<file path="config.mk">
export PLATFORM = sky130hd
export DESIGN_NAME = bencode_stream_tokenizer_flat
export DESIGN_NICKNAME = d
export VERILOG_FILES = /design/src/hdl/bst_pkg.sv /design/src/hdl/bst_byte_if.sv /design/src/hdl/bst_event_if.sv /design/src/hdl/bst_front.sv /design/src/hdl/bst_queue.sv /design/src/hdl/bst_back.sv /design/src/hdl/bencode_stream_tokenizer.sv /design/src/flat_wrapper.sv
export SDC_FILE = /design/constraint.sdc
export NUM_CORES = 1
export LEC_CHECK = 0
export ABC_CLOCK_PERIOD_IN_PS = 15900
export BUFFER_PORTS_ARGS = -buffer_cell sky130_fd_sc_hd__buf_2
export CAP_MARGIN = 0
export CORE_ASPECT_RATIO = 0.7
export CORE_MARGIN = 8
export CORE_UTILIZATION = 45
export DETAILED_ROUTE_END_ITERATION = 8
export PLACE_DENSITY_LB_ADDON = 0.2
export SLEW_MARGIN = 20
export SYNTH_ARGS = -nofsm -noshare
export SYNTH_HDL_FRONTEND = slang
export SYNTH_SLANG_ARGS = --single-unit
</file>
<file path="constraint.sdc">
create_clock -name i_clk -period 15.9 [get_ports i_clk]
set_input_delay 3.18 -clock i_clk [delete_from_list [all_inputs] [get_ports i_clk]]
set_output_delay 3.18 -clock i_clk [all_outputs]
set_load 0.01 [all_outputs]
</file>
<file path="src/hdl/bst_pkg.sv">
// Shared types and constants of the bencode stream tokenizer.
package bst_pkg;

    localparam logic [7:0] C_INT   = 8'h69;
    localparam logic [7:0] C_LIST  = 8'h6C;
    localparam logic [7:0] C_DICT  = 8'h64;
    localparam logic [7:0] C_END   = 8'h65;
    localparam logic [7:0] C_COLON = 8'h3A;
    localparam logic [7:0] C_MINUS = 8'h2D;
    localparam logic [7:0] C_ZERO  = 8'h30;
    localparam logic [7:0] C_NINE  = 8'h39;

    localparam logic [2:0] EV_INT     = 3'd0;
    localparam logic [2:0] EV_STR_HDR = 3'd1;
    localparam logic [2:0] EV_STR_BYTE = 3'd2;
    localparam logic [2:0] EV_LIST    = 3'd3;
    localparam logic [2:0] EV_DICT    = 3'd4;
    localparam logic [2:0] EV_CLOSE   = 3'd5;
    localparam logic [2:0] EV_DONE    = 3'd6;
    localparam logic [2:0] EV_ERROR   = 3'd7;

    localparam logic [2:0] ERR_PREMATURE = 3'd0;
    localparam logic [2:0] ERR_ITEM      = 3'd1;
    localparam logic [2:0] ERR_DIGIT     = 3'd2;
    localparam logic [2:0] ERR_TERM      = 3'd3;
    localparam logic [2:0] ERR_DEEP      = 3'd4;

    localparam int QDEPTH = 4;
    localparam int QAW    = 2;

    typedef enum logic [1:0] {
        K_LIST  = 2'd0,
        K_KEY   = 2'd1,
        K_VALUE = 2'd2
    } t_kind;

    typedef enum logic [9:0] {
        M_ITEM    = 10'b0000000001,
        M_INT_ST  = 10'b0000000010,
        M_INT0    = 10'b0000000100,
        M_INT1    = 10'b0000001000,
        M_INT2    = 10'b0000010000,
        M_STR0    = 10'b0000100000,
        M_STR1    = 10'b0001000000,
        M_STR2    = 10'b0010000000,
        M_BODY    = 10'b0100000000,
        M_ENDLESS = 10'b1000000000
    } t_mode;

    typedef struct packed {
        logic [2:0]         kind;
        logic signed [31:0] value;
        logic [5:0]         depth;
        logic               key;
        logic [2:0]         code;
        logic               eor;
    } t_event;

    typedef struct packed {
        logic   two;
        t_event ev0;
        t_event ev1;
    } t_pair;

    function automatic t_kind toggle(input t_kind k);
        t_kind r;
        r = k;
        if (k == K_KEY) begin
            r = K_VALUE;
        end else if (k == K_VALUE) begin
            r = K_KEY;
        end
        return r;
    endfunction

endpackage

</file>
<file path="src/hdl/bst_byte_if.sv">
// Input byte channel.
interface bst_byte_if;
    logic       valid;
    logic       ready;
    logic [7:0] data_byte;
    logic       final_byte;
    modport source(output valid, output data_byte, output final_byte, input ready);
    modport sink(input valid, input data_byte, input final_byte, output ready);
endinterface

</file>
<file path="src/hdl/bst_event_if.sv">
// Output event channel.
interface bst_event_if;
    logic               valid;
    logic               ready;
    logic [2:0]         event_kind;
    logic signed [31:0] event_value;
    logic [5:0]         nest_depth;
    logic               is_dict_key;
    logic [2:0]         error_code;
    logic               end_of_run;
    modport source(output valid, output event_kind, output event_value, output nest_depth,
                   output is_dict_key, output error_code, output end_of_run, input ready);
    modport sink(input valid, input event_kind, input event_value, input nest_depth,
                 input is_dict_key, input error_code, input end_of_run, output ready);
endinterface

</file>
<file path="src/hdl/bst_front.sv">
// Parser front end: accepts bytes, updates parse state and stack, emits event pairs.
module bst_front #(
    parameter int MAX_DEPTH = 32
) (
    input  logic           i_clk,
    input  logic           i_rst_n,
    bst_byte_if.sink       i_byte,
    input  logic           i_q_ready,
    output logic           o_q_valid,
    output bst_pkg::t_pair o_q_pair
);
    localparam int DW = $clog2(MAX_DEPTH + 1);
    localparam int AW = (MAX_DEPTH > 1) ? $clog2(MAX_DEPTH) : 1;

    bst_pkg::t_mode r_mode, n_mode;
    logic [31:0]    r_acc, n_acc;
    logic           r_neg, n_neg;
    logic [30:0]    r_pay, n_pay;
    logic [DW-1:0]  r_depth, n_depth;
    bst_pkg::t_kind r_top, n_top;
    bst_pkg::t_kind r_below;
    logic           r_halt, n_halt;

    bst_pkg::t_kind mem [MAX_DEPTH];
    logic           mem_we;
    logic [DW-1:0]  waddr_full, raddr_full;
    logic [AW-1:0]  waddr, raddr;

    logic           fire, h_vld, f_vld, is_dig, is_str, in_key;
    logic [7:0]     b, term;
    logic [3:0]     dig;
    logic [31:0]    v;
    bst_pkg::t_event h_ev, f_ev;

    assign fire  = i_byte.valid && i_byte.ready;
    assign i_byte.ready = i_q_ready;
    assign b     = i_byte.data_byte;
    assign dig   = b[3:0];
    assign is_dig = (b >= bst_pkg::C_ZERO) && (b <= bst_pkg::C_NINE);
    assign is_str = (r_mode == bst_pkg::M_STR0) || (r_mode == bst_pkg::M_STR1) ||
                    (r_mode == bst_pkg::M_STR2);
    assign term   = is_str ? bst_pkg::C_COLON : bst_pkg::C_END;
    assign in_key = (r_depth != '0) && (r_top == bst_pkg::K_KEY);
    assign v      = r_neg ? (32'd0 - r_acc) : r_acc;

    assign waddr_full = r_depth - DW'(1);
    assign waddr      = waddr_full[AW-1:0];
    assign raddr_full = n_depth - DW'(2);
    assign raddr      = raddr_full[AW-1:0];

    always_comb begin
        n_mode  = r_mode;
        n_acc   = r_acc;
        n_neg   = r_neg;
        n_pay   = r_pay;
        n_depth = r_depth;
        n_top   = r_top;
        n_halt  = r_halt;
        h_vld   = 1'b0;
        h_ev    = '0;
        h_ev.depth = 6'(r_depth);
        f_vld   = 1'b0;
        f_ev    = '0;
        mem_we  = 1'b0;
        if (fire && !r_halt) begin
            case (r_mode)
                bst_pkg::M_INT0, bst_pkg::M_STR0: begin
                    if (b == bst_pkg::C_ZERO) begin
                        n_acc  = '0;
                        n_mode = is_str ? bst_pkg::M_STR2 : bst_pkg::M_INT2;
                    end else if (is_dig) begin
                        n_acc  = {28'd0, dig};
                        n_mode = is_str ? bst_pkg::M_STR1 : bst_pkg::M_INT1;
                    end else begin
                        h_vld = 1'b1;
                        h_ev.kind = bst_pkg::EV_ERROR;
                        h_ev.code = bst_pkg::ERR_DIGIT;
                        n_halt = 1'b1;
                    end
                end
                bst_pkg::M_INT1, bst_pkg::M_STR1, bst_pkg::M_INT2, bst_pkg::M_STR2: begin
                    if (is_dig && (r_mode == bst_pkg::M_INT1 || r_mode == bst_pkg::M_STR1)) begin
                        n_acc = {r_acc[28:0], 3'b0} + {r_acc[30:0], 1'b0} + {28'd0, dig};
                    end else if (b == term) begin
                        n_acc = '0;
                        n_neg = 1'b0;
                        h_vld = 1'b1;
                        h_ev.value = v;
                        if (!is_str) begin
                            h_ev.kind = bst_pkg::EV_INT;
                            n_mode = bst_pkg::M_ITEM;
                            if (r_depth != '0) n_top = bst_pkg::toggle(r_top);
                        end else begin
                            h_ev.kind = bst_pkg::EV_STR_HDR;
                            h_ev.key  = in_key;
                            if (v == '0) begin
                                n_mode = bst_pkg::M_ITEM;
                                if (r_depth != '0) n_top = bst_pkg::toggle(r_top);
                            end else if (v[31]) begin
                                n_mode = bst_pkg::M_ENDLESS;
                            end else begin
                                n_pay  = v[30:0];
                                n_mode = bst_pkg::M_BODY;
                            end
                        end
                    end else begin
                        h_vld = 1'b1;
                        h_ev.kind = bst_pkg::EV_ERROR;
                        h_ev.code = bst_pkg::ERR_TERM;
                        n_halt = 1'b1;
                    end
                end
                bst_pkg::M_INT_ST: begin
                    if (b == bst_pkg::C_MINUS) begin
                        n_neg  = 1'b1;
                        n_mode = bst_pkg::M_INT0;
                    end else if (b == bst_pkg::C_ZERO) begin
                        n_acc  = '0;
                        n_mode = bst_pkg::M_INT2;
                    end else if (is_dig) begin
                        n_acc  = {28'd0, dig};
                        n_mode = bst_pkg::M_INT1;
                    end else begin
                        h_vld = 1'b1;
                        h_ev.kind = bst_pkg::EV_ERROR;
                        h_ev.code = bst_pkg::ERR_DIGIT;
                        n_halt = 1'b1;
                    end
                end
                bst_pkg::M_BODY: begin
                    h_vld = 1'b1;
                    h_ev.kind  = bst_pkg::EV_STR_BYTE;
                    h_ev.value = {24'd0, b};
                    h_ev.key   = in_key;
                    n_pay = r_pay - 31'd1;
                    if (n_pay == '0) begin
                        n_mode = bst_pkg::M_ITEM;
                        if (r_depth != '0) n_top = bst_pkg::toggle(r_top);
                    end
                end
                bst_pkg::M_ENDLESS: begin
                    h_vld = 1'b1;
                    h_ev.kind  = bst_pkg::EV_STR_BYTE;
                    h_ev.value = {24'd0, b};
                    h_ev.key   = in_key;
                end
                bst_pkg::M_ITEM: begin
                    if ((r_depth != '0) && (r_top != bst_pkg::K_VALUE) && (b == bst_pkg::C_END)) begin
                        n_depth = r_depth - DW'(1);
                        h_vld = 1'b1;
                        h_ev.kind  = bst_pkg::EV_CLOSE;
                        h_ev.depth = 6'(n_depth);
                        n_top = bst_pkg::toggle(r_below);
                    end else if (in_key) begin
                        n_acc = '0;
                        n_neg = 1'b0;
                        if (b == bst_pkg::C_MINUS) begin
                            n_neg  = 1'b1;
                            n_mode = bst_pkg::M_STR0;
                        end else if (b == bst_pkg::C_ZERO) begin
                            n_mode = bst_pkg::M_STR2;
                        end else if (is_dig) begin
                            n_acc  = {28'd0, dig};
                            n_mode = bst_pkg::M_STR1;
                        end else begin
                            h_vld = 1'b1;
                            h_ev.kind = bst_pkg::EV_ERROR;
                            h_ev.code = bst_pkg::ERR_DIGIT;
                            n_halt = 1'b1;
                        end
                    end else if (b == bst_pkg::C_INT) begin
                        n_acc  = '0;
                        n_neg  = 1'b0;
                        n_mode = bst_pkg::M_INT_ST;
                    end else if (b == bst_pkg::C_LIST || b == bst_pkg::C_DICT) begin
                        h_vld = 1'b1;
                        if (r_depth == DW'(MAX_DEPTH)) begin
                            h_ev.kind = bst_pkg::EV_ERROR;
                            h_ev.code = bst_pkg::ERR_DEEP;
                            n_halt = 1'b1;
                        end else begin
                            h_ev.kind = (b == bst_pkg::C_LIST) ? bst_pkg::EV_LIST
                                                               : bst_pkg::EV_DICT;
                            mem_we  = (r_depth != '0);
                            n_top   = (b == bst_pkg::C_LIST) ? bst_pkg::K_LIST : bst_pkg::K_KEY;
                            n_depth = r_depth + DW'(1);
                        end
                    end else if (is_dig) begin
                        n_neg = 1'b0;
                        if (b == bst_pkg::C_ZERO) begin
                            n_acc  = '0;
                            n_mode = bst_pkg::M_STR2;
                        end else begin
                            n_acc  = {28'd0, dig};
                            n_mode = bst_pkg::M_STR1;
                        end
                    end else begin
                        h_vld = 1'b1;
                        h_ev.kind = bst_pkg::EV_ERROR;
                        h_ev.code = bst_pkg::ERR_ITEM;
                        n_halt = 1'b1;
                    end
                end
                default: begin
                    n_mode = bst_pkg::M_ITEM;
                end
            endcase
        end
        if (fire && i_byte.final_byte) begin
            if (!n_halt) begin
                f_vld = 1'b1;
                if (n_mode == bst_pkg::M_ITEM && n_depth == '0) begin
                    f_ev.kind = bst_pkg::EV_DONE;
                end else begin
                    f_ev.kind  = bst_pkg::EV_ERROR;
                    f_ev.code  = bst_pkg::ERR_PREMATURE;
                    f_ev.depth = 6'(n_depth);
                end
            end
            n_mode  = bst_pkg::M_ITEM;
            n_acc   = '0;
            n_neg   = 1'b0;
            n_pay   = '0;
            n_depth = '0;
            n_halt  = 1'b0;
        end
    end

    always_comb begin
        o_q_valid = fire && (h_vld || f_vld);
        o_q_pair  = '0;
        if (h_vld) begin
            o_q_pair.two = f_vld;
            o_q_pair.ev0 = h_ev;
            o_q_pair.ev0.eor = !f_vld;
            o_q_pair.ev1 = f_ev;
            o_q_pair.ev1.eor = 1'b1;
        end else begin
            o_q_pair.ev0 = f_ev;
            o_q_pair.ev0.eor = 1'b1;
        end
    end

    always_ff @(posedge i_clk) begin
        if (!i_rst_n) begin
            r_mode  <= bst_pkg::M_ITEM;
            r_acc   <= '0;
            r_neg   <= 1'b0;
            r_pay   <= '0;
            r_depth <= '0;
            r_top   <= bst_pkg::K_LIST;
            r_halt  <= 1'b0;
        end else begin
            r_mode  <= n_mode;
            r_acc   <= n_acc;
            r_neg   <= n_neg;
            r_pay   <= n_pay;
            r_depth <= n_depth;
            r_top   <= n_top;
            r_halt  <= n_halt;
        end
    end

    always_ff @(posedge i_clk) begin
        if (mem_we) begin
            mem[waddr] <= r_top;
        end
        if (mem_we && waddr == raddr) begin
            r_below <= r_top;
        end else begin
            r_below <= mem[raddr];
        end
    end

    a_depth_bound: assert property (@(posedge i_clk) disable iff (!i_rst_n)
        r_depth <= DW'(MAX_DEPTH))
        else $error("stack depth beyond limit");
    a_final_rearm: assert property (@(posedge i_clk) disable iff (!i_rst_n)
        fire && i_byte.final_byte |=> r_depth == '0 && !r_halt && r_mode == bst_pkg::M_ITEM)
        else $error("parser not re-armed after last byte");
    a_halt_reports: assert property (@(posedge i_clk) disable iff (!i_rst_n)
        $rose(r_halt) |-> $past(o_q_valid) && $past(o_q_pair.ev0.kind) == bst_pkg::EV_ERROR)
        else $error("halt without error event");
endmodule

</file>
<file path="src/hdl/bst_queue.sv">
// Short queue of event pairs between parser and output stage.
module bst_queue (
    input  logic           i_clk,
    input  logic           i_rst_n,
    input  logic           i_push,
    input  bst_pkg::t_pair i_pair,
    output logic           o_space,
    output logic           o_valid,
    output bst_pkg::t_pair o_pair,
    input  logic           i_pop
);
    bst_pkg::t_pair             mem [bst_pkg::QDEPTH];
    logic [bst_pkg::QAW-1:0]    r_wp, r_rp;
    logic [bst_pkg::QAW:0]      r_cnt;
    logic                       do_push, do_pop;

    assign o_space = r_cnt != (bst_pkg::QAW + 1)'(bst_pkg::QDEPTH);
    assign o_valid = r_cnt != '0;
    assign o_pair  = mem[r_rp];
    assign do_push = i_push && o_space;
    assign do_pop  = i_pop && o_valid;

    always_ff @(posedge i_clk) begin
        if (!i_rst_n) begin
            r_wp  <= '0;
            r_rp  <= '0;
            r_cnt <= '0;
        end else begin
            if (do_push) r_wp <= r_wp + 1'b1;
            if (do_pop) r_rp <= r_rp + 1'b1;
            r_cnt <= r_cnt + (bst_pkg::QAW + 1)'(do_push) - (bst_pkg::QAW + 1)'(do_pop);
        end
    end

    always_ff @(posedge i_clk) begin
        if (do_push) mem[r_wp] <= i_pair;
    end

    a_no_overflow: assert property (@(posedge i_clk) disable iff (!i_rst_n)
        i_push |-> o_space)
        else $error("push into full queue");
    a_no_underflow: assert property (@(posedge i_clk) disable iff (!i_rst_n)
        i_pop |-> o_valid)
        else $error("pop from empty queue");
    a_count: assert property (@(posedge i_clk) disable iff (!i_rst_n)
        r_cnt <= (bst_pkg::QAW + 1)'(bst_pkg::QDEPTH))
        else $error("queue count out of range");
endmodule

</file>
<file path="src/hdl/bst_back.sv">
// Output stage: splits event pairs into single words behind an output register.
module bst_back (
    input  logic           i_clk,
    input  logic           i_rst_n,
    input  logic           i_q_valid,
    input  bst_pkg::t_pair i_q_pair,
    output logic           o_q_pop,
    bst_event_if.source    o_event
);
    logic            r_valid, r_half;
    bst_pkg::t_event r_ev;
    logic            load;

    assign load    = i_q_valid && (!r_valid || o_event.ready);
    assign o_q_pop = load && (!i_q_pair.two || r_half);

    always_ff @(posedge i_clk) begin
        if (!i_rst_n) begin
            r_valid <= 1'b0;
            r_half  <= 1'b0;
        end else begin
            if (load) begin
                r_valid <= 1'b1;
                r_half  <= i_q_pair.two && !r_half;
            end else if (o_event.ready) begin
                r_valid <= 1'b0;
            end
        end
    end

    always_ff @(posedge i_clk) begin
        if (load) r_ev <= r_half ? i_q_pair.ev1 : i_q_pair.ev0;
    end

    assign o_event.valid       = r_valid;
    assign o_event.event_kind  = r_ev.kind;
    assign o_event.event_value = r_ev.value;
    assign o_event.nest_depth  = r_ev.depth;
    assign o_event.is_dict_key = r_ev.key;
    assign o_event.error_code  = r_ev.code;
    assign o_event.end_of_run  = r_ev.eor;
endmodule

</file>
<file path="src/hdl/bencode_stream_tokenizer.sv">
// Top level of the bencode stream tokenizer.
// Input channel i_byte carries one buffer byte per word with a flag on the
// buffer's last byte; output channel o_event carries one event per word
// (integer, string header, string byte, open, close, done or error) with
// its nesting depth, dict-key flag, error code and an end-of-run mark on
// the last event a byte causes. Both are valid/ready channels.
// A byte is taken every cycle while the pair queue has room; each byte is
// parsed in its accept cycle; its events pass the queue and the output
// register to o_event. Bursts of two-event bytes drain at one event a cycle,
// while the receiver is ready, from the four-entry queue. The parse state
// and a container stack of MAX_DEPTH entries (top held in a register, the
// rest in a memory read one level ahead) are updated once per byte.
// After an error no events come until the last byte of the buffer, which
// re-arms the parser. Reset clears parse state, queue and output register.
// When the receiver stalls the output register holds, the queue fills and
// i_byte.ready drops until room frees up.
module bencode_stream_tokenizer #(
    parameter int MAX_DEPTH = 32
) (
    input  logic        i_clk,
    input  logic        i_rst_n,
    bst_byte_if.sink    i_byte,
    bst_event_if.source o_event
);
    logic           q_space, push, q_valid, pop;
    bst_pkg::t_pair push_pair, head_pair;

    bst_front #(.MAX_DEPTH(MAX_DEPTH)) u_front (
        .i_clk     (i_clk),
        .i_rst_n   (i_rst_n),
        .i_byte    (i_byte),
        .i_q_ready (q_space),
        .o_q_valid (push),
        .o_q_pair  (push_pair)
    );

    bst_queue u_queue (
        .i_clk   (i_clk),
        .i_rst_n (i_rst_n),
        .i_push  (push),
        .i_pair  (push_pair),
        .o_space (q_space),
        .o_valid (q_valid),
        .o_pair  (head_pair),
        .i_pop   (pop)
    );

    bst_back u_back (
        .i_clk     (i_clk),
        .i_rst_n   (i_rst_n),
        .i_q_valid (q_valid),
        .i_q_pair  (head_pair),
        .o_q_pop   (pop),
        .o_event   (o_event)
    );
endmodule

</file>
<file path="src/flat_wrapper.sv">
// flat-port wrapper written by rule: the top's interface ports become plain ports
module bencode_stream_tokenizer_flat 
#(
    parameter int MAX_DEPTH = 32
)
  (i_clk, i_rst_n, i_byte_valid, i_byte_data_byte, i_byte_final_byte, i_byte_ready, o_event_valid, o_event_event_kind, o_event_event_value, o_event_nest_depth, o_event_is_dict_key, o_event_error_code, o_event_end_of_run, o_event_ready);
  bst_byte_if i_byte_i ();
  bst_event_if o_event_i ();
  input  logic i_clk;
  input  logic i_rst_n;
  input wire logic [$bits(i_byte_i.valid)-1:0] i_byte_valid;
  input wire logic [$bits(i_byte_i.data_byte)-1:0] i_byte_data_byte;
  input wire logic [$bits(i_byte_i.final_byte)-1:0] i_byte_final_byte;
  output wire logic [$bits(i_byte_i.ready)-1:0] i_byte_ready;
  output wire logic [$bits(o_event_i.valid)-1:0] o_event_valid;
  output wire logic [$bits(o_event_i.event_kind)-1:0] o_event_event_kind;
  output wire logic [$bits(o_event_i.event_value)-1:0] o_event_event_value;
  output wire logic [$bits(o_event_i.nest_depth)-1:0] o_event_nest_depth;
  output wire logic [$bits(o_event_i.is_dict_key)-1:0] o_event_is_dict_key;
  output wire logic [$bits(o_event_i.error_code)-1:0] o_event_error_code;
  output wire logic [$bits(o_event_i.end_of_run)-1:0] o_event_end_of_run;
  input wire logic [$bits(o_event_i.ready)-1:0] o_event_ready;
  assign i_byte_i.valid = i_byte_valid;
  assign i_byte_i.data_byte = i_byte_data_byte;
  assign i_byte_i.final_byte = i_byte_final_byte;
  assign i_byte_ready = i_byte_i.ready;
  assign o_event_valid = o_event_i.valid;
  assign o_event_event_kind = o_event_i.event_kind;
  assign o_event_event_value = o_event_i.event_value;
  assign o_event_nest_depth = o_event_i.nest_depth;
  assign o_event_is_dict_key = o_event_i.is_dict_key;
  assign o_event_error_code = o_event_i.error_code;
  assign o_event_end_of_run = o_event_i.end_of_run;
  assign o_event_i.ready = o_event_ready;
  bencode_stream_tokenizer #(.MAX_DEPTH(MAX_DEPTH)) u_core (.i_clk(i_clk), .i_rst_n(i_rst_n), .i_byte(i_byte_i), .o_event(o_event_i));
endmodule
</file>
# Word-level counts from Yosys, hierarchy flattened
# Memories as Yosys holds them, arrays and structs flattened. A register that Yosys moved wholly into a read port is not among the register bits.
# Cells that the tools add are included.
dict set report op_classes {
  add_sub_neg 11
  n_reduce_logical 45
  n_mux 164
  div 0
  n_eq_ne 42
  order_cmp 2
  shifts 0
  multipliers 0
  bitwise_logic 1
}
# operator n
set ops {}
lappend ops {{32-bit 2-to-1 mux} 12}
lappend ops {{10-bit 2-to-1 mux} 20}
lappend ops {{31-bit 2-to-1 mux} 5}
lappend ops {{46-bit 2-to-1 mux} 3}
lappend ops {{32-bit case mux with 4 select lines} 1}
lappend ops {{6-bit 2-to-1 mux} 13}
lappend ops {{32-bit case mux with 2 select lines} 1}
lappend ops {{31-bit case mux with 2 select lines} 1}
lappend ops {{10-bit case mux with 6 select lines} 1}
lappend ops {{3-bit 2-to-1 mux} 18}
lappend ops {{1-bit 2-to-1 mux} 51}
lappend ops {{45-bit 2-to-1 mux} 1}
lappend ops {{2-bit 2-to-1 mux} 20}
lappend ops {{35-bit 2-to-1 mux} 1}
lappend ops {{32-bit adder} 1}
lappend ops {{32-bit by 4-bit adder with 32-bit output} 1}
lappend ops {{8-bit by 7-bit equality test with 1-bit output (second input constant)} 4}
lappend ops {{32-bit zero test} 1}
lappend ops {{1-bit by 32-bit subtractor with 32-bit output (first input constant)} 1}
lappend ops {{31-bit zero test} 1}
lappend ops {{31-bit by 1-bit subtractor with 31-bit output (second input constant)} 1}
lappend ops {{3-bit inequality test (second input constant)} 7}
lappend ops {{10-bit by 1-bit equality test with 1-bit output (second input constant)} 2}
lappend ops {{4-bit 2-to-1 mux} 5}
lappend ops {{other kinds (47)} 93}
dict set report totals {
  ram_bits 436
  register_bits 138
  memories 2
  elab_cells 285
  output_inout_bits 48
  romBits 0
  latchBits 0
}
# memory depth word_bits read_ports rd_ports_with_merged_regs wr line_no
set memory_table {}
lappend memory_table {u_core.u_queue.mem 4 93 1 1 1 bst_queue.sv:12} ;# bst_pkg::t_pair mem [bst_pkg::QDEPTH];
lappend memory_table {u_core.u_front.mem 32 2 1 1 1 bst_front.sv:24} ;# bst_pkg::t_kind mem [MAX_DEPTH];

# Depth between registers and ports, before layout
# Gate-level depths: netlist of run 1.
dict set report depth {
  ltp_word 16
  depth_mapped 19
  ltp_nobuf 17
}

# Cells and area by module
# Synthesis of run 1 repeated with hierarchy kept, for this count alone.
dict set report unflattened {
  hier_cells 2138
  area_unflattened_um2 28298.4
}
# mod instances area_per_inst_um2 seq_area_each_um2 cells_each
set modules_own_cells {}
lappend modules_own_cells {bst_queue 1 13887.1 11350.9 533}
lappend modules_own_cells {bst_front 1 12304.3 3683.5 1496}
lappend modules_own_cells {bst_back 1 2107.0 1421.4 109}

# Worst setup path before layout of run 1
# Ideal clock, no wire load.
dict set report synth_timing {
  path_kind {input -> register}
  start {input port i_byte_data_byte[1]}
  end {memory u_core.u_queue.mem[0][0] (netlist name) (enable)}
  stages 10
  n_path_buf 1
  setup_slack_ps 8613
  setup_time_ps 419
  t_arrival_ps 6869
  path_cell_list {or4b_2 -> clkbuf_1 -> nor4_1 -> mux2i_1 -> a32o_1 -> a21o_1 -> a21oi_1 -> nand2_1 -> nand2_1 -> and2_1}
}
dict set report synth_between {
  elab_chain_cells 16
  elab_cells_between_ends 41
}
# item line_no
set synth_rtl {}
lappend synth_rtl {{from (decl)} flat_wrapper.sv:12} ;# input wire logic [$bits(i_byte_i.data_byte)-1:0] i_byte_data_byte;
lappend synth_rtl {{8-bit by 6-bit >= comparator with 1-bit output or 8-bit by 6-bit less-or-equal comparator with 1-bit output (tied branches)} bst_front.sv:39} ;# assign is_dig = (b >= bst_pkg::C_ZERO) && (b <= bst_pkg::C_NINE);
lappend synth_rtl {{1-bit logical AND} bst_front.sv:39}
lappend synth_rtl {{1-bit 2-to-1 mux} -}
lappend synth_rtl {{1-bit 2-to-1 mux, on equally long branches} {bst_front.sv:175, bst_front.sv:117}}
lappend synth_rtl {{1-bit 2-to-1 mux, on equally long branches} {bst_front.sv:171, bst_front.sv:157}}
lappend synth_rtl {{1-bit 2-to-1 mux} bst_front.sv:154} ;# end else if (in_key) begin
lappend synth_rtl {{1-bit 2-to-1 mux} bst_front.sv:148} ;# if ((r_depth != '0) && (r_top != bst_pkg::K_VALUE) && (b == bst_pkg::C_END)) begin
lappend synth_rtl {{1-bit case mux with 4 select lines} bst_front.sv:66} ;# case (r_mode)
lappend synth_rtl {{1-bit 2-to-1 mux} bst_front.sv:65} ;# if (fire && !r_halt) begin
lappend synth_rtl {{1-bit 2-to-1 mux} bst_front.sv:210} ;# if (!n_halt) begin
lappend synth_rtl {{1-bit 2-to-1 mux} bst_front.sv:209} ;# if (fire && i_byte.final_byte) begin
lappend synth_rtl {{1-bit logical OR (*)} bst_front.sv:230} ;# o_q_valid = fire && (h_vld || f_vld);
lappend synth_rtl {{1-bit logical AND (*)} bst_front.sv:230}
lappend synth_rtl {{1-bit logical AND (*)} bst_queue.sv:20} ;# assign do_push = i_push && o_space;
lappend synth_rtl {{1-bit 2-to-1 mux (*)} bst_queue.sv:36} ;# if (do_push) mem[r_wp] <= i_pair;
lappend synth_rtl {{1-bit 2-to-1 mux (implied by the code) (*)} bst_queue.sv:36}
lappend synth_rtl {{to (decl)} bst_queue.sv:12}
# Mark *: on every way between the ends. The rest lies on a longest branch, timed or not.

# Worst setup path in the final report of run 1
dict set report layout_timing {
  start {input port i_byte_data_byte[1]}
  end {register u_core.u_queue.r_cnt[2] (netlist name)}
}
dict set report layout_between {
  elab_chain_cells 16
  elab_cells_between_ends 41
}
# item line_no
set layout_rtl {}
lappend layout_rtl {{8-bit by 6-bit >= comparator with 1-bit output or 8-bit by 6-bit less-or-equal comparator with 1-bit output (tied branches)} bst_front.sv:39}
lappend layout_rtl {{1-bit logical AND} bst_front.sv:39}
lappend layout_rtl {{1-bit 2-to-1 mux} -}
lappend layout_rtl {{1-bit 2-to-1 mux, on equally long branches} {bst_front.sv:175, bst_front.sv:117}}
lappend layout_rtl {{1-bit 2-to-1 mux, on equally long branches} {bst_front.sv:171, bst_front.sv:157}}
lappend layout_rtl {{1-bit 2-to-1 mux} bst_front.sv:154}
lappend layout_rtl {{1-bit 2-to-1 mux} bst_front.sv:148}
lappend layout_rtl {{1-bit case mux with 4 select lines} bst_front.sv:66}
lappend layout_rtl {{1-bit 2-to-1 mux} bst_front.sv:65}
lappend layout_rtl {{1-bit 2-to-1 mux} bst_front.sv:210}
lappend layout_rtl {{1-bit 2-to-1 mux} bst_front.sv:209}
lappend layout_rtl {{1-bit logical OR (*)} bst_front.sv:230}
lappend layout_rtl {{1-bit logical AND (*)} bst_front.sv:230}
lappend layout_rtl {{1-bit logical AND (*)} bst_queue.sv:20}
lappend layout_rtl {{3-bit by 1-bit adder with 3-bit output (*)} bst_queue.sv:31} ;# r_cnt <= r_cnt + (bst_pkg::QAW + 1)'(do_push) - (bst_pkg::QAW + 1)'(do_pop);
lappend layout_rtl {{3-bit by 1-bit subtractor with 3-bit output (*)} bst_queue.sv:31}
lappend layout_rtl {{to (signal assigned)} bst_queue.sv:31}
lappend layout_rtl {{to (decl)} bst_queue.sv:14} ;# logic [bst_pkg::QAW:0] r_cnt;
# Marks and branches as above.
# A chain may end at the register's enable or synchronous reset.

==> metrics.md, run 1 <==
| Metric | Value |
|---|---|
| Slew @ Worst Pin | 1.14 ns |
| Antenna viol nets, final | 0 |
| Period minus WS final | 6.87 ns |
| RSZ-0062 raised after global routing | no |
| Max Clock Freq | 146 MHz |
| Root Buffer | clkbuf_16 |
| Largest net degree at the start of global routing | 75 |
| TNS Setup | 0 ns |
| Crit share post-route | 43.2% |
| Port bufs | 60 |
| Router iterations before antenna repair | 5 |
| Commonest cells after routing, fill and taps aside | edfxtp_1 (330), nor2_1 (179), nand2_1 (153) |
| Commonest non-fill, non-tap cell in the layout | edfxtp_1 |
| GR Overflow Total | 0 |
| DIE AREA | 56300 um2 |
| Final setup viols | 0 |
| DP HPWL | 38600 um |
| GRT Util Overall | 19.5% |
| Synth cell types | 84 |
| Clock skew | about 0.026 ns |
| Placer congestion estimate | around 1.0 |
| Synth top area share | between 40% and 50% |
| Top cells by area, synth | edfxtp_1 (45%), dfxtp_1 (9.0%), mux4_2 (7.7%) |
| Post-CTS sizing | 0 |
| First-pass GRT wire length | approximately 88000 um |
| Relative slew margins | 23.4% |
| Hold Vio Cnt, Final | 0 |
| Routed wire length per instance | 21.9 um |
| Max Fanout on Critical Path | 13 |
| Vias per cell | 6.02 |
| Crit path arrival time | 7.29 ns |
| Power per cell area | 125 nW/um2 |
| Sequential share of the synthesized area | 54.1% |
| Total number of yosys warnings | 0 |
| Vias | about 16000 |
| Final net count | 1986 |
| CP Capture Type | flip-flop |
| Worst Hold Class | reg -> reg |
| Fraction of registers with async set/reset | 0% |
| Number of flops mapped to enable cells by yosys | 330 |
| Initial Utilization | 45.8% |
| Startpoint types | input port |
| CP Data Required Time | 16.32 ns |
| Post-cts hold buffer count | 0 |
| Primary FF master, synth | edfxtp_1 |
| Slew Viols, Final | 0 |
| WS Path Type | in -> reg |
| Initial antenna violation count | 4 |
| TritonCTS buffer count | 43 |
| Post-synthesis register bit count | around 430 |
| # H-tree levels | 2 |
| Die height | about 200 um |
| Syn avg cell area | 11.7 um2 |
| FP Rows | 67 |
| Clk Latency, worst-skew pair | around 0.57 ns |
| Clk pin slew, worst setup/hold paths | 0.06 ns |
| Status | completed |
| Leak | 8.81 nW |
| Core area | ~48000 um2 |
| Pre-CTS setup slack | ~8.5 ns |
| Vias in the first global route | 14800 |
| Total I/O pin count | 61 |
| Synthesized net count | approximately 2000 |
| Peak VDD IR | ~0.11 mV |
| CTS tree | yes |
| Synthesis-to-layout area growth | 10.0% |
| Gate Count Post-Synth | 1882 |
| DRC violation count after routing | 0 |
| Die width | 280 um |
| Post-synth top area cell | edfxtp_1 |
| Post-CTS setup buffer count | 0 |
| Clock buffer depth | 3 |
| Layout cells sized above 1 | 14.0% |
| Final WL | 56500 um |
| Setup ws final | approximately 9 ns |
| Post-Syn Area | 22000 um2 |
| CTS Sinks | roughly 430 |
| Maxcap violations | 0 |
| DR iter-0 viols | 1982 |
metal layers:
layer  share of wire, %  track usage (%)  up-vias
met4                1.4             3.55        2
met2                 40             26.2      603
met5              0.023                0        -
li1                   -                -     7206
met1                 49             31.4     7684
met3                9.4             4.76       73
synthesized netlist by cell type, types with 5 or more instances:
library cell	n
ha_1	76
o22ai_1	8
a211o_1	6
nor4b_1	10
nand2b_1	14
nor2b_1	7
mux4_2	75
nor4_1	23
or4_1	14
a221oi_1	6
nand2_1	154
o211ai_1	14
nand3_1	54
buf_1	11
nor3_1	58
a21o_1	24
nand3b_1	6
edfxtp_1	330
mux2i_1	13
and2_1	48
or2_2	8
a31o_2	6
a32o_1	5
and3_1	9
a211oi_1	15
a22oi_1	23
or4b_2	5
o21bai_1	6
o21ai_0	83
o31ai_1	9
buf_6	5
o41ai_1	9
nor2_1	179
nand4_1	26
clkbuf_1	97
o2111ai_1	5
xnor2_1	46
xor2_1	35
o21a_1	10
or3_1	19
a31oi_1	9
dfxtp_1	99
a21oi_1	103
inv_1	39
per-stage QoR:
step | area [um2] | power, W | hold slack, ns | util (%) | std cells
2_1_floorplan | 22000 | 0.00187 | 0.450 | - | 1882
3_3_place_gp | 22800 | 0.00207 | 0.452 | 47.5 | 2504
3_5_place_dp | 22800 | 0.00208 | 0.460 | 47.5 | 2504
4_1_cts | 24200 | 0.00308 | 0.469 | 50.3 | 2583
5_1_grt | 24200 | 0.00317 | 0.521 | 50.3 | 2584
6_report | 24200 | 0.00303 | 0.466 | 50.3 | 2585
area by class of cell:
| cell class | count | area [um2] |
|---|---|---|
| fill | 4251 | 23900 |
| multi-input combinational | 1298 | 9480 |
| inverter | 39 | 146 |
| clock inverter | 23 | 233 |
| timing repair buffer | 83 | 473 |
| antenna | 2 | 5.00 |
| tap | 655 | 820 |
| sequential | 429 | 11900 |
| clock buffer | 56 | 1120 |
cells by family (layout without fill, tap and decap cells):
group / count (synthesis) / after routing / synth area share, %
compound gates: 389 / 389 / 11.8
fa+ha+maj: 79 / 79 / 4.60
mux: 91 / 91 / 8.43
simple gates: 658 / 658 / 15.0
buf+inv: 155 / 201 / 2.83
flops: 429 / 429 / 54.1
other cells: 0 / 2 / 0
xor+xnor: 81 / 81 / 3.23
critical path, cell delays in order:
cell     delay (ns)
buf_2          0.15
or4b_2         0.88
nor4_1         0.38
mux2i_1        0.21
a32o_1         0.39
a21o_1         0.17
a21oi_1        0.30
nand2_1        0.16
nand2_1        0.19
inv_1          0.13
ha_1           0.30
inv_1          0.04
ha_1           0.20
fa_1           0.40
xnor2_1        0.16
nor2_1         0.05
flip-flops by register name, summed over array words and instances, names as in the netlist, 6 cells and up, named ones only:
name and flops:
u_core.u_back.o_event.nest_depth 6, u_core.u_front.r_depth 6, u_core.u_front.r_acc 32, u_core.u_back.o_event.event_value 32, u_core.u_queue.mem 220, u_core.u_front.r_pay 31
u_core.u_front.r_mode 10, u_core.u_front.mem 64
worst paths after layout:
kind                                             startpoint                           to  slack [ns]  depth (start not counted)
worst max register to register    u_core.u_front.r_depth[1]     u_core.u_queue.mem[1][5]       10.58                         12
worst min register to register  u_core.u_back.o_event.valid  u_core.u_back.o_event.valid        0.47                          2
worst max-delay path                    i_byte_data_byte[1]      u_core.u_queue.r_cnt[2]        9.03                         16
worst min-delay path            u_core.u_back.o_event.valid  u_core.u_back.o_event.valid        0.47                          2
report_power, final:
part | total, W | internal, W | switching [W]
combinational | 0.000574 | 0.000245 | 0.000329
sequential | 0.00146 | 0.00141 | 0.0000544
clock | 0.000998 | 0.000568 | 0.000430
(Power assumes the default switching activity.)
==> inputs of run 2 (changes only) <==
ABC_AREA = 1   (was not set)
ABC_CLOCK_PERIOD_IN_PS = 5500   (was 15900)
clock period = 5.5 ns   (was 15.9 ns; I/O delays follow)
==> run 2 against run 1 <==
Effect of this change:
- flip-flop and latch count unchanged
- total power rose to 3.0 times the previous value
- via count increased by 23%
- highest routed layer is now met4
- combinational power grew to 3.4 times the previous value
- clock skew decreased by 0.0041 ns
- first-iteration DRC count fell by 3.4%
- core utilization down 0.43 points
==> metrics.md, run 2 <==
| Metric | Value |
|---|---|
| Status | completed |
| Initial antenna violation count | 0 (-4) |
| Relative slew margins | 29.0% (+5.6 points) |
| Worst Hold Class | reg -> reg |
| Fraction of registers with async set/reset | 0% (unchanged) |
| WS Path Type | reg -> reg |
| DIE AREA | 58300 um2 (+3.5%) |
| Start point of the worst hold path | u_core.u_queue.r_rp[1] |
| Post-Syn Area | 22800 um2 (+3.8%) |
| ANT cells | 0 (-2) |
| Hold Vio Cnt, Final | 0 (unchanged) |
| # H-tree levels | 2 (unchanged) |
| Max FFs per register | 220 (unchanged) |
| Post-synth top area cell | edfxtp_1 |
| Total number of yosys warnings | 0 (unchanged) |
| Gate Count Post-Synth | 2684 (+43%) |
| GRT Util Overall | 22.4% (+2.8 points) |
| Largest stage delay, worst path | 0.58 ns (-0.30 ns) |
| Sequential share of the synthesized area | 52.1% (-2.0 points) |
| Antenna viol nets, final | 0 (unchanged) |
| Top delay family on crit path | simple AND/OR/NAND/NOR gates |
| Clk pin slew, worst setup/hold paths | 0.07 ns (about the same) |
| TNS Setup | 0 ns (unchanged) |
| Die width | 285 um (+1.8%) |
| Worst Reg-to-Reg Cells | 21 (+9) |
| Max Fanout on Critical Path | 15 (+2) |
| Vias | 19200 (+23%) |
| Hold path depth | 2 (unchanged) |
| Die height | 204 um (+1.7%) |
| Power per cell area | 360 nW/um2 (+190%) |
| RSZ-0062 raised after global routing | no |
| Synthesis-to-layout area growth | 10.3% |
| CP Data Required Time | 6.00 ns (-10.32 ns) |
| Peak VDD IR | 0.339 mV (+200%) |
| Most flops, register | u_core.u_queue.mem |
| Post-cts hold buffer count | 0 (unchanged) |
| Slew Viols, Final | 0 (unchanged) |
| Slowest-stage cell, CP | nor2_1 |
| DR iter-0 viols | 1915 (-3.4%) |
| Number of flops mapped to enable cells by yosys | 330 (unchanged) |
| Primary FF master, synth | edfxtp_1 |
| Largest net degree at the start of global routing | 83 (+11%) |
| Synthesized net count | 2776 (+41%) |
| Post-CTS sizing | 0 (unchanged) |
| Crit share post-route | ~77% |
| Reg2Reg Setup Slack | 1.26 ns (-9.32 ns) |
| Layout Utilization | 49.9% (-0.43 points) |
| DP HPWL | 46500 um (+21%) |
| Post-DP Area | 23800 um2 (+4.4%) |
| Synth cell count leaders | nor2_1 (525), nand2_1 (511), edfxtp_1 (330), o21ai_0 (232), inv_1 (187) |
| Commonest non-fill, non-tap cell in the layout | nor2_1 |
| Bufs and invs on worst path | 5 (+2) |
| Placer congestion estimate | 0.953 (-5.1%) |
| Synth cell types | 62 (-26%) |
| Commonest cells after routing, fill and taps aside | nor2_1 (521), nand2_1 (510), edfxtp_1 (330) |
| Leak | 10.4 nW (+18%) |
| Synth top area share | 43.4% (-1.6 points) |
| Layout fillers | 4789 (+13%) |
| Clock buffer depth | 3 (unchanged) |
| Final setup viols | 0 (unchanged) |
| Vias in the first global route | 18200 (+23%) |
| R2r endpoint | u_core.u_queue.r_cnt[2] |
| Core area | 50400 um2 (+5.0%) |
| DRC violation count after routing | 0 (unchanged) |
| Root Buffer | clkbuf_16 |
| Top cells by area, synth | edfxtp_1 (43%), dfxtp_1 (8.7%), nor2_1 (8.6%) |
| Worst R2R Start | u_core.u_front.r_mode[9] |
| Layout cells sized above 1 | 8.32% (-5.7 points) |
| Max Clock Freq | approximately 240 MHz |
| Maxcap violations | 0 (unchanged) |
| GR Overflow Total | 0 (unchanged) |
| Startpoint types | flip-flop |
| Tot Pwr | 0.00905 W (+200%) |
| Post-CTS setup buffer count | 0 (unchanged) |
| Clk Latency, worst-skew pair | 0.57 ns (about the same) |
| Clock skew | 0.0222 ns (-0.00410 ns) |
| Routed wire length per instance | 19.5 um (-11%) |
| CP Capture Type | flip-flop |
| Fin area | 25200 um2 (+4.1%) |
| Slew @ Worst Pin | 1.06 ns (-0.0805 ns) |
| Port bufs | 60 (unchanged) |
| First-pass GRT wire length | 105000 um (+19%) |
| CTS tree | yes |
| Post-synthesis register bit count | 429 (unchanged) |
| Regs by FF count | u_core.u_queue.mem (220), u_core.u_front.mem (64) |
| Initial Utilization | 45.2% (-0.52 points) |
| Worst path cell trace | nor2_1 -> nand3_1 -> nand3_2 -> inv_2 -> o22ai_1 -> nand2_1 -> inv_2 -> nor2_2 -> nor2_2 -> nand2_1 -> a21oi_4 -> nand2_2 -> nand2_1 -> inv_2 -> ha_1 -> inv_1 -> ha_1 -> fa_1 -> inv_1 -> o21ai_0 -> a21oi_1 |
| Final net count | 2810 (+41%) |
| TritonCTS buffer count | 42 (-2.3%) |
| FP Rows | 69 (+3.0%) |
| Router iterations before antenna repair | 6 (+1) |
| Most common cell in the netlist | nor2_1 |
| Critical Path Start | u_core.u_front.r_mode[9] |
| Syn avg cell area | 8.50 um2 (-27%) |
| Crit path arrival time | 4.75 ns (-2.54 ns) |
| Vias per cell | 5.59 (-7.2%) |
| Total I/O pin count | 61 (unchanged) |
| Final WL | 66700 um (+18%) |
| CTS Sinks | 429 (unchanged) |
| Period minus WS final | 4.24 ns |
## run 2: cell count changes in the layout (fill, tap and decap cells not counted), moves of 42 or more
| cell | before | now |
|---|---|---|
| mux4_2 | 75 | 0 |
| o21ai_0 | 83 | 232 |
| a21oi_1 | 103 | 170 |
| nand3_1 | 54 | 141 |
| inv_1 | 38 | 186 |
| nand2_1 | 153 | 510 |
| nor2_1 | 179 | 521 |
| and2_1 | 44 | 2 |
## run 2: cell families after synthesis
group	synth area share, %
fa+ha+maj	4.43
flops	52.1
mux	0.176
simple gates	23.9
buf+inv	5.38
compound gates	12.9
xor+xnor	1.08
## run 2: worst register-to-register path, delay by kind of cell, from the launching register on
kind | cells | cell delay [ns]
simple gates | 9 | 1.84
fa+ha+maj | 3 | 0.89
compound gates | 4 | 0.59
buf+inv | 5 | 0.50
flops | 1 | 0.37
## run 2: worst max-delay path by stage
| stage | slack [ns] | cells past startpoint | endpoint |
|---|---|---|---|
| 2_1_floorplan | 0.07 | 15 | u_core.u_queue.mem[0][0] |
| 3_5_place_dp | 0.84 | 20 | u_core.u_queue.r_cnt[2] |
| 6_report | 1.26 | 21 | u_core.u_queue.r_cnt[2] |
| 3_3_place_gp | 0.89 | 20 | u_core.u_queue.r_cnt[2] |
| 4_1_cts | 1.29 | 21 | u_core.u_queue.r_cnt[2] |
| 5_1_grt | 0.92 | 21 | u_core.u_queue.r_cnt[2] |
## run 2: area by class of cell
class | count | area (um2) | share of cell area, %
clock buffer | 52 | 1090 | 4.33
clock inverter | 26 | 255 | 1.01
inverter | 219 | 825 | 3.28
multi-input combinational | 1944 | 9740 | 38.7
sequential | 429 | 11900 | 47.3
tap | 674 | 843 | 3.35
timing repair buffer | 82 | 515 | 2.05
## run 2: routing by layer
| metal | global-route usage (%) | routed length [um] | up-vias | part of all wire [%] |
|---|---|---|---|---|
| met5 | 0 | 0 | - | 0 |
| met4 | 5.23 | 1470 | 0 | 2.2 |
| met3 | 3.17 | 4720 | 111 | 7.1 |
| met2 | 35.0 | 29000 | 674 | 43 |
| met1 | 32.7 | 31500 | 9116 | 47 |
| li1 | - | - | 9255 | - |
## run 2: where the power goes
| part | internal [W] | leakage (nW) | switching, W | total (W) |
|---|---|---|---|---|
| sequential | 0.00410 | 3.99 | 0.000153 | 0.00425 |
| combinational | 0.000555 | 5.71 | 0.00138 | 0.00194 |
| clock | 0.00157 | 0.659 | 0.00129 | 0.00286 |
## run 2: through the flow
stage                     hold slack [ns]  setup slack, ns  std cells
final                               0.462             1.26       3426
after global routing                0.491            0.919       3426
after detailed placement            0.451            0.836       3348
after floorplan                     0.436           0.0710       2684
after global placement              0.440            0.891       3348
after CTS                           0.463             1.29       3426
